$ cat config.mk
export PLATFORM = sky130hd
export DESIGN_NAME = sil_cell
export DESIGN_NICKNAME = d
export VERILOG_FILES = /design/src/rtl/sil_pkg.sv /design/src/rtl/sil_cell.sv
export SDC_FILE = /design/constraint.sdc
export NUM_CORES = 1
export LEC_CHECK = 0
export BUFFER_PORTS_ARGS = -buffer_cell sky130_fd_sc_hd__buf_2
export CAP_MARGIN = 0
export CORE_MARGIN = 2
export CORE_UTILIZATION = 35
export CTS_CLUSTER_DIAMETER = 100
export DETAILED_ROUTE_END_ITERATION = 8
export GPL_ROUTABILITY_DRIVEN = 0
export HOLD_SLACK_MARGIN = 0.02
export PLACE_DENSITY = 0.72
export RECOVER_POWER = 100
export SETUP_SLACK_MARGIN = 0.4
export SKIP_CTS_REPAIR_TIMING = 1
export SYNTH_ARGS = -nofsm -noshare
export SYNTH_HDL_FRONTEND = slang
export SYNTH_SLANG_ARGS = --single-unit
$ cat constraint.sdc
create_clock -name i_clk -period 3.81 [get_ports i_clk]
set_input_delay 0.5715 -clock i_clk [delete_from_list [all_inputs] [get_ports i_clk]]
set_output_delay 0.5715 -clock i_clk [all_outputs]
set_load 0.02 [all_outputs]
$ cat src/rtl/sil_pkg.sv
// Shared types and constants for the sorted insertion list.
// No dependencies; used by sil_cell, sorted_insertion_list and tb_top.
package sil_pkg;

    localparam int unsigned DEPTH   = 64;
    localparam int unsigned VALUE_W = 32;
    localparam int unsigned COUNT_W = $clog2(DEPTH + 1);

    localparam logic MODE_INSERT = 1'b0;
    localparam logic MODE_DUMP   = 1'b1;

    typedef logic signed [VALUE_W-1:0] t_value;
    typedef logic [COUNT_W-1:0]        t_count;

    // Control broadcast from the top level to every cell.
    typedef struct packed {
        logic ins;    // place the broadcast value
        logic shift;  // move contents one cell towards the head
    } t_ctrl;

endpackage

$ cat src/rtl/sil_cell.sv
// One compare-and-shift cell of the sorted chain.
// Depends on sil_pkg for t_value and t_ctrl.
module sil_cell (
    input  logic           i_clk,
    input  logic           i_rst_n,
    input  sil_pkg::t_ctrl i_ctrl,
    input  sil_pkg::t_value i_value,
    input  sil_pkg::t_value i_left_value,
    input  logic           i_left_valid,
    input  logic           i_left_lt,
    input  sil_pkg::t_value i_right_value,
    input  logic           i_right_valid,
    output sil_pkg::t_value o_value,
    output logic           o_valid,
    output logic           o_lt
);

    sil_pkg::t_value r_value, n_value;
    logic            r_valid, n_valid;
    logic            lt;

    // Strictly less: an equal value lands after the stored one.
    assign lt = r_valid && (i_value < r_value);

    always_comb begin
        n_value = r_value;
        n_valid = r_valid;
        if (i_ctrl.shift) begin
            n_value = i_right_value;
            n_valid = i_right_valid;
        end else if (i_ctrl.ins) begin
            if (i_left_lt) begin
                n_value = i_left_value;
            end else if (lt || (!r_valid && i_left_valid)) begin
                n_value = i_value;
            end
            n_valid = r_valid || i_left_valid;
        end
    end

    always_ff @(posedge i_clk) begin
        r_value <= n_value;
        if (!i_rst_n) begin
            r_valid <= 1'b0;
        end else begin
            r_valid <= n_valid;
        end
    end

    assign o_value = r_value;
    assign o_valid = r_valid;
    assign o_lt    = lt;

endmodule

After elaboration in Yosys (flattened, before gate mapping)

Index checks and enable logic that the tools add are counted.

Multiplexer cells: 6
Magnitude comparators: 1
Reductions and logical operators: 8

Operator list:

| kind                        | count |
|---|---|
| 2-to-1 mux 32 bit           | 4 |
| less-than comparator 32 bit | 1 |
| nonzero test 3 bit          | 1 |
| logical AND 1 bit           | 2 |
| logical OR 1 bit            | 2 |
| 2-to-1 mux 1 bit            | 2 |
| AND reduction 2 bit         | 1 |
| nonzero test 2 bit          | 1 |
| zero test 1 bit             | 1 |

Flip-flop bits (word level): 33
Logic and storage cells: 17

Longest topological paths before layout

Gate-level depths: netlist of the first run.

Depth in word-level cells: 7
Gate-level depth with buffers: 8
Depth with buffers taken out: 8

Worst setup path before layout of the first run

No wires, ideal clock.

Kind: input to register
Start point: input i_value[30]
End point: register r_value[0] (netlist: o_value[0]) (enable)
Setup time: 0.389 ns
Path buffers: 0
Slack: 0.748 ns
Arrival: 2.673 ns
Cell stages on the path: 7
Cell sequence: ha_1 > a21oi_2 > nand2_1 > a221o_1 > a211o_1 > a2111o_1 > nand2_1

Cells in the longest elaborated chain, start to end: 5

Ends and longest elaborated chain:

| item                                 | line           | text |
|---|---|---|
| start: declaration                   | sil_cell.sv:7  | `input sil_pkg::t_value i_value,` |
| less-than comparator 32 bit          | sil_cell.sv:23 | `assign lt = r_valid && (i_value < r_value);` |
| logical AND 1 bit                    | sil_cell.sv:23 |  |
| logical OR 1 bit                     | sil_cell.sv:34 | `end else if (lt \|\| (!r_valid && i_left_valid)) begin` |
| nonzero test 3 bit (no source line)  | --             |  |
| AND reduction 2 bit (no source line) | --             |  |
| end signal: assignment               | sil_cell.sv:42 | `r_value <= n_value;` |
| end: declaration                     | sil_cell.sv:18 | `sil_pkg::t_value r_value, n_value;` |

Every way passes these cells.
A chain may end at the register's enable or synchronous reset.

Worst setup path in the final report of the first run

Start point: input i_value[23]
End point: register r_value[3] (netlist: o_value[3]) (enable)

The elaborated chain is that of the path after synthesis.

==> results_dict.tcl, run 1 <==
set metrics [dict create \
    status "complete, but fails checks" \
    violations "max-capacitance violations, max-slew violations" \
    crit_arrival_ns 3.04 \
    tightestPinTransition_ns 2.21 \
    vdd_ir_drop_max_uv 157 \
    avgRoutedWirePerCell_um 13.0 \
    rsz0062_at_grt "false" \
    gr-total-overflow 0 \
    ys_seq_area_frac 0.395 \
    async_flop_share 0 \
    die_w_um 88.3 \
    grt_start_max_net_pins 65 \
    critPathLaunchType "input port" \
    clkLatencyLatePin_ns 0.28 \
    setup_violations 0 \
    maxCapViolations 1 \
    drv_slew 65 \
    worstSetupEndpoint "o_value[3]" \
    hold_violations 0 \
    reg2reg_slack_ns 0.67 \
    min_period_ns 3.14 \
    clkSlewWorstSetupHoldPaths_ns 0.07 \
    postLayoutCoreUtil 0.483 \
    worstPathRequired_ns 3.71 \
    finalNetCount 534 \
    synth_ff_type "edfxtp_1" \
    ys_types 25 \
    r2r_cells 9 \
    drive_gt1_frac 0.274 \
    antenna_cells 0 \
    syn_area_um2 2480 \
    powerDensity_nw_per_um2 333 \
    rows 30 \
    final.period_utilization 0.823 \
    endpoint_kind "flop" \
    r2r_start "o_value[23]" \
    synthToLayoutAreaGrowth_pct 32.7 \
    drc 0 \
    netlist_instances 264 \
    critical_path.startpoint "i_value[23]" \
    viasPerCell 4.76 \
    critPathMaxStageDelay_ns 0.80 \
    fp.dieH_um 88.3 \
    maxSlewHeadroom -0.471 \
    r2r-end "o_value[3]" \
    worstPathMaxFanout 18 \
    crit_slowest_cell "clkbuf_1" \
    max_freq_ghz 0.319 \
    crit_type "in -> reg" \
    drt_wl_total_mm 6.47 \
    skew_ns 0.00724 \
    antenna_found_initial 0 \
    grt_pass1_wl_mm 10.3 \
    cts-root-buf "clkbuf_8" \
    cts-buffers-inserted 5 \
    power_leakage_nw 1.65 \
    yosys_warnings 0 \
    clock-sinks 33 \
    ant_nets 0 \
    via_count 2367 \
    crit_chain "buf_2 > ha_1 > a21oi_1 > o21ai_0 > a221o_1 > a211o_1 > a2111o_1 > nand2_1 > clkbuf_1" \
    core_um2 6830 \
    synth-edff-count 32 \
    synth_seq_cells 33 \
    place_ws_ns 0.840 \
    fin_setup_tns_ns 0 \
    cts_tree "built" \
    start_util 0.364 \
    grt_pass1_vias 2391 \
    io_pins 137 \
    cts_max_level 2 \
    synth_nets 398 \
    io_buffers 136 \
    syn_area_per_cell_um2 9.41 \
    hold_class "in -> reg" \
    die_area_um2 7790 \
    fin_ws_ns 0.673 \
    place_hpwl_mm 5.38 \
    drt_iter0_markers 84 \
    grtUsageTotal 0.170 \
    firstDrtPassIters 4 \
    clk_path_buf_depth 2 \
]
[layout make-up]
class | instances | area, um^2
Timing Repair Buffer | 140 | 656
Fill cell | 708 | 3530
Clock inverter | 3 | 12.5
Sequential cell | 33 | 981
Inverter | 32 | 120
Clock buffer | 5 | 68.8
Multi-Input combinational cell | 188 | 1340
Tap cell | 96 | 120
[registers in the layout (all words and copies together), names as in the netlist]
| signal | flops |
|---|---|
| o_value | 32 |
| o_valid | 1 |
[cells in the mapped netlist (all sizes together), types with 2 or more instances]
master | number | area (um^2)
a211o | 2 | 17.5
a21o | 2 | 15.0
a21oi | 18 | 93.8
buf | 3 | 15.0
clkbuf | 8 | 30.0
edfxtp | 32 | 961
ha | 31 | 388
inv | 32 | 120
mux2i | 33 | 330
nand2 | 40 | 150
nand2b | 3 | 18.8
nand3 | 3 | 15.0
nand4 | 6 | 37.5
nor2 | 6 | 22.5
o21ai | 37 | 185
[critical path: cells and delay by family]
kind,cells,cell delay (ns)
adder cells (fa/ha/maj),1,0.32
AO/OA/AOI/OAI,5,1.15
buffers and inverters,2,0.91
AND/OR/NAND/NOR,1,0.07
[how the worst min path moves through the flow]
stage | startpoint | endpoint | cells after the start
floorplan | o_valid | o_valid | 2
global placement | o_valid | o_valid | 2
detailed placement | o_valid | o_valid | 2
CTS | i_rst_n | o_valid | 3
global route | i_rst_n | o_valid | 3
finish | i_rst_n | o_valid | 3
[routing by layer]
| layer | share of wire | vias up | track usage |
|---|---|---|---|
| met2 | 0.50 | 84 | 0.300 |
| met3 | 0.058 | 6 | 0.0373 |
| met1 | 0.43 | 1062 | 0.203 |
| met4 | 0.012 | 0 | 0.0620 |
| met5 | 0 | - | 0 |
| li1 | - | 1215 | - |
[metrics by stage]
step	cells	total power (W)	hold WS, ns	cell area [um^2]
after floorplan	264	0.000716	0.623	2480
after global placement	489	0.000854	0.576	3270
after detailed placement	489	0.000868	0.579	3270
after CTS	497	0.00112	0.532	3350
after global routing	497	0.00117	0.544	3300
final	497	0.00110	0.535	3300
[cell usage in the layout (no fill, tap or decap)]
master	instances
inv_1	32
nand4_1	6
dfxtp_1	1
a21o_1	2
nand3_1	3
a2111o_1	1
buf_4	1
nor4_1	1
o311a_1	1
nand2b_1	3
ha_1	31
o21ai_0	37
a221o_1	1
clkinv_1	2
a21oi_1	17
nand2_1	40
nor2_1	6
nor3_1	1
mux2i_1	33
clkbuf_1	38
edfxtp_1	32
a211o_1	2
a21oi_2	1
clkbuf_8	5
a31oi_1	1
clkinv_2	1
o41ai_2	1
buf_2	101
[report_power, final]
group / switching [W] / total (W) / leakage [nW] / internal (W)
clock network: 0.000129 / 0.000252 / 0.0430 / 0.000123
logic: 0.000221 / 0.000367 / 1.27 / 0.000146
registers: 0.0000225 / 0.000478 / 0.336 / 0.000456
[kinds of logic (layout without fill, tap and decap cells)]
logic type,Yosys count,count (layout),share of synthesized area
AND/OR/NAND/NOR,60,60,0.103
multiplexers,33,33,0.133
flip-flops,33,33,0.395
AO/OA/AOI/OAI,64,64,0.147
buffers and inverters,43,180,0.0665
adder cells (fa/ha/maj),31,31,0.156
No activity file was read; power rests on OpenSTA's default activity.
==> run 2: changes to the inputs <==
==> constraint.sdc (replaced) <==
create_clock -name i_clk -period 3.2 [get_ports i_clk]
set_input_delay 0.48 -clock i_clk [delete_from_list [all_inputs] [get_ports i_clk]]
set_output_delay 0.48 -clock i_clk [all_outputs]
set_load 0.02 [all_outputs]
==> results_dict.tcl, run 2 (synthesis results as in run 1) <==
set metrics [dict create \
    max_freq_ghz 0.344 \
    cts-buffers-inserted 5 \
    min_path_cells 3 \
    firstDrtPassIters 4 \
    io_buffers 136 \
    multi_input_area_um2 1390 \
    finalNetCount 536 \
    clkLatencyLatePin_ns 0.27 \
    synthToLayoutAreaGrowth_pct 35.1 \
    viasPerCell 4.75 \
    grt_start_max_net_pins 67 \
    largest_reg_flops 32 \
    setup_violations 0 \
    r2r_cells 10 \
    intPower_w 0.000873 \
    reg2reg_slack_ns 0.37 \
    antenna_found_initial 0 \
    tightestPinTransition_ns 1.05 \
    min_to "o_valid" \
    dp_cells 489 \
    powerDensity_nw_per_um2 391 \
    ant_nets 0 \
    crit_type "reg -> out" \
    vdd_ir_drop_max_uv 158 \
    clkPwrFrac 0.218 \
    use_met2 0.300 \
    die_w_um 88.3 \
    critPathLaunchType "flop" \
    power_leakage_nw 1.67 \
    cts-root-buf "clkbuf_8" \
    hold_class "in -> reg" \
    io_pins 137 \
    seq_area_um2 981 \
    rsz0062_at_grt "true" \
    drt_iter0_markers 83 \
    worstPathMaxFanout 3 \
    r2r-end "o_value[0]" \
    endpoint_kind "primary output" \
    crit_arrival_ns 2.42 \
    cts_max_level 2 \
    rows 30 \
    clkSlewWorstSetupHoldPaths_ns 0.07 \
    fin_setup_tns_ns 0 \
    grt_pass1_wl_mm 9.98 \
    drv_slew 0 \
    fp.dieH_um 88.3 \
    maxCapViolations 0 \
    worstPathRequired_ns 2.72 \
    final.period_utilization 0.908 \
    place_hpwl_mm 5.20 \
    start_util 0.364 \
    crit_chain "inv_1 > ha_1 > a21oi_1 > o21ai_0 > a221o_1 > a211o_1 > a21oi_2 > mux2i_1 > clkbuf_1" \
    drc 0 \
    final_cells 498 \
    skew_ns 0.00779 \
    via_count 2367 \
    grt_busiest_layer "met2" \
    crit_slowest_cell "edfxtp_1" \
    critPathTopFamily "compound AO/OA/AOI/OAI gates" \
    layout_common_cells "buf_2, nand2_1, o21ai_0" \
    grtUsageTotal 0.163 \
    hold_violations 0 \
    cp_num_buf_inv 2 \
    net-switching-power_w 0.000440 \
    p_seq_frac 0.435 \
    die_area_um2 7790 \
    gr-usage-met1 0.197 \
    status "complete, no violations" \
    avgRoutedWirePerCell_um 12.8 \
    maxSlewHeadroom 0.300 \
    core_um2 6830 \
    min_period_ns 2.90 \
    critPathMaxStageDelay_ns 0.40 \
    grtUsageMet3 0.0205 \
    grt_pass1_vias 2310 \
    drive_gt1_frac 0.299 \
    drt_wl_total_mm 6.35 \
    final_common_cell "buf_2" \
    cts_tree "built" \
    swShare 0.335 \
    antenna_cells 0 \
    gr-total-overflow 0 \
    clk_path_buf_depth 2 \
    p_comb_frac 0.347 \
    r2r_start "o_value[23]" \
    clock-sinks 33 \
    hold_start "i_rst_n" \
    fillerInstances 676 \
]
[run 2: cell types whose count changed in the layout (fill, tap and decap cells not counted), sizes merged]
| cell | delta |
|---|---|
| buf | +1 |
| clkbuf | +2 |
| clkinv | -2 |
[run 2: cell type report]
class                           count  area share
Inverter                           32      0.0358
Clock buffer                        6      0.0216
Multi-Input combinational cell    188       0.413
Sequential cell                    33       0.292
Clock inverter                      1     0.00112
Timing Repair Buffer              142       0.201
Tap cell                           96      0.0358
[run 2: through the flow]
step / util / total power, W / hold slack, ns / area [um^2] / setup slack, ns
3_3_place_gp: 0.479 / 0.00102 / 0.588 / 3270 / 0.430
6_report: 0.491 / 0.00131 / 0.454 / 3360 / 0.295
5_1_grt: 0.491 / 0.00141 / 0.484 / 3360 / 0.172
3_5_place_dp: 0.479 / 0.00103 / 0.594 / 3270 / 0.368
2_1_floorplan: - / 0.000853 / 0.618 / 2490 / 0.498
4_1_cts: 0.490 / 0.00133 / 0.440 / 3350 / 0.263
[run 2: worst max path at each step]
stage                 from  slack [ns]  cells after the start          to
3_3_place_gp   i_value[30]        0.43                      9        o_lt
5_1_grt        o_value[23]        0.17                      9        o_lt
2_1_floorplan  o_value[30]        0.50                      8  o_value[0]
6_report       o_value[23]        0.30                      9        o_lt
3_5_place_dp   i_value[30]        0.37                      9        o_lt
4_1_cts        o_value[30]        0.26                      9        o_lt
[run 2: layer usage]
metal,up-vias,part of all wire
li1,1221,-
met1,1061,0.43
met2,78,0.50
met3,7,0.054
met4,0,0.012
met5,-,0
[run 2: power by group through the flow]
stage | clock network, W | logic [W] | registers, W
CTS | 0.000300 | 0.000459 | 0.000569
finish | 0.000287 | 0.000455 | 0.000571
floorplan | 0 | 0.000213 | 0.000640
global route | 0.000316 | 0.000517 | 0.000576
global placement | 0 | 0.000443 | 0.000576
detailed placement | 0 | 0.000457 | 0.000578
[run 2: worst min-delay path, cell delays in order]
cell and delay, ns:
buf_2 0.09, o21ai_0 0.06, a21oi_1 0.04
==> run 3: changes to the inputs <==
--- a/config.mk
+++ b/config.mk
@@ -12,8 +12,9 @@
 export CTS_CLUSTER_DIAMETER = 100
 export DETAILED_ROUTE_END_ITERATION = 8
 export GPL_ROUTABILITY_DRIVEN = 0
+export GPL_TIMING_DRIVEN = 0
 export HOLD_SLACK_MARGIN = 0.02
-export PLACE_DENSITY = 0.72
+export PLACE_DENSITY = 0.75
 export RECOVER_POWER = 100
 export SETUP_SLACK_MARGIN = 0.4
 export SKIP_CTS_REPAIR_TIMING = 1
==> constraint.sdc (replaced) <==
create_clock -name i_clk -period 2.6 [get_ports i_clk]
set_input_delay 0.39 -clock i_clk [delete_from_list [all_inputs] [get_ports i_clk]]
set_output_delay 0.39 -clock i_clk [all_outputs]
set_load 0.02 [all_outputs]
==> results_dict.tcl, run 3 (synthesis results as in run 1) <==
set metrics [dict create \
    setup_violations 33 \
    p_comb_frac 0.362 \
    final.period_utilization 1.06 \
    cts_max_level 2 \
    finalNetCount 546 \
    intPower_w 0.00110 \
    viasPerCell 4.85 \
    firstDrtPassIters 5 \
    p_seq_frac 0.409 \
    fin_ws_ns -0.158 \
    net-switching-power_w 0.000609 \
    vdd_ir_drop_max_uv 220 \
    grt_pass1_wl_mm 10.8 \
    endpoint_kind "primary output" \
    violations "negative setup slack" \
    drv_slew 0 \
    cts-root-buf "clkbuf_8" \
    drc 0 \
    crit_arrival_ns 2.37 \
    drt_iter0_markers 105 \
    die_w_um 88.3 \
    antenna_found_initial 0 \
    cts-buffers-inserted 5 \
    ant_nets 0 \
    layout_common_cells "buf_2, clkbuf_1, nand2_1" \
    powerDensity_nw_per_um2 488 \
    dp_cells 495 \
    fp.dieH_um 88.3 \
    die_area_um2 7790 \
    critPathLaunchType "flop" \
    gr-total-overflow 0 \
    tightestPinTransition_ns 0.789 \
    design_power_total_w 0.00171 \
    start_util 0.364 \
    largest_reg_flops 32 \
    cts_tree "built" \
    rows 30 \
    hold_class "in -> reg" \
    hold_violations 0 \
    final_cells 509 \
    grt_start_max_net_pins 33 \
    via_count 2467 \
    status "complete, but fails checks" \
    swShare 0.356 \
    maxSlewHeadroom 0.474 \
    grt_pass1_vias 2350 \
    drive_gt1_frac 0.324 \
    skew_ns 0.00651 \
    power_leakage_nw 1.71 \
    avgRoutedWirePerCell_um 14.5 \
    maxCapViolations 0 \
    worstPathRequired_ns 2.21 \
    io_buffers 135 \
    core_um2 6830 \
    clk_path_buf_depth 2 \
    clkPwrFrac 0.229 \
    postLayoutCoreUtil 0.514 \
    synthToLayoutAreaGrowth_pct 41.3 \
    final_common_cell "buf_2" \
    grtUsageTotal 0.178 \
    place_hpwl_mm 5.54 \
    drt_wl_total_mm 7.36 \
    io_pins 137 \
    min_period_ns 2.76 \
    max_freq_ghz 0.363 \
    clkSlewWorstSetupHoldPaths_ns 0.08 \
    clock-sinks 33 \
    crit_type "reg -> out" \
    antenna_cells 0 \
    clkLatencyLatePin_ns 0.29 \
    rsz0062_at_grt "true" \
    worstPathMaxFanout 2 \
]
run 3: cell count changes in the layout (fill, tap and decap cells not counted), moves of 2 or more:
cell      delta
ha_4         +3
ha_1         -3
clkinv_2     +2
clkbuf_2     -3
buf_2        +4
nand2_4      +3
clkbuf_1     +4
run 3: metal layers:
layer  GRT usage  vias up  wire length [um]
li1            -     1244                 -
met1       0.227     1129              3290
met2       0.300       86              3580
met3      0.0345        8               408
met4      0.0634        0                85
met5           0        -                 0
run 3: worst paths after layout:
check,from,to,slack (ns),cells past startpoint
worst max-delay path,o_value[2],o_lt,-0.16,9
worst min-delay path,i_rst_n,o_valid,0.35,3
worst max register to register,o_value[30],o_value[26],-0.09,9
worst min register to register,o_valid,o_valid,0.62,2
run 3: worst max-delay path, cell delays in order (launching register included):
cell,delay [ns]
edfxtp_1,0.40
inv_2,0.08
ha_4,0.19
a211o_1,0.25
a31oi_1,0.16
o311a_1,0.28
o41ai_4,0.09
a21oi_2,0.22
mux2i_4,0.26
buf_6,0.14
run 3: cell type report:
cell class                 instances  area (um^2)
buffer                            11         43.8
clock buffer                       5         68.8
clock inverter                     3         17.5
fill                             699         3320
inverter                          32          120
multi-input combinational        191         1490
sequential                        33          981
tap                               96          120
timing repair buffer             138          666
run 3: power groups by stage:
stage,clock network (W),registers [W],logic (W)
after floorplan,0,0.000787,0.000280
after global placement,0,0.000707,0.000570
after detailed placement,0,0.000710,0.000586
after CTS,0.000401,0.000699,0.000589
after global routing,0.000426,0.000707,0.000693
final,0.000392,0.000701,0.000620
run 3: stage by stage:
stage | setup WS [ns] | TNS, ns | cell area, um^2 | hold WS [ns]
after floorplan | 0.119 | 0 | 2540 | 0.528
after global placement | -0.100 | -2.72 | 3340 | 0.570
after detailed placement | -0.128 | -3.29 | 3340 | 0.593
after CTS | -0.310 | -0.310 | 3420 | 0.342
after global routing | -0.278 | -5.80 | 3510 | 0.361
final | -0.158 | -2.26 | 3510 | 0.352
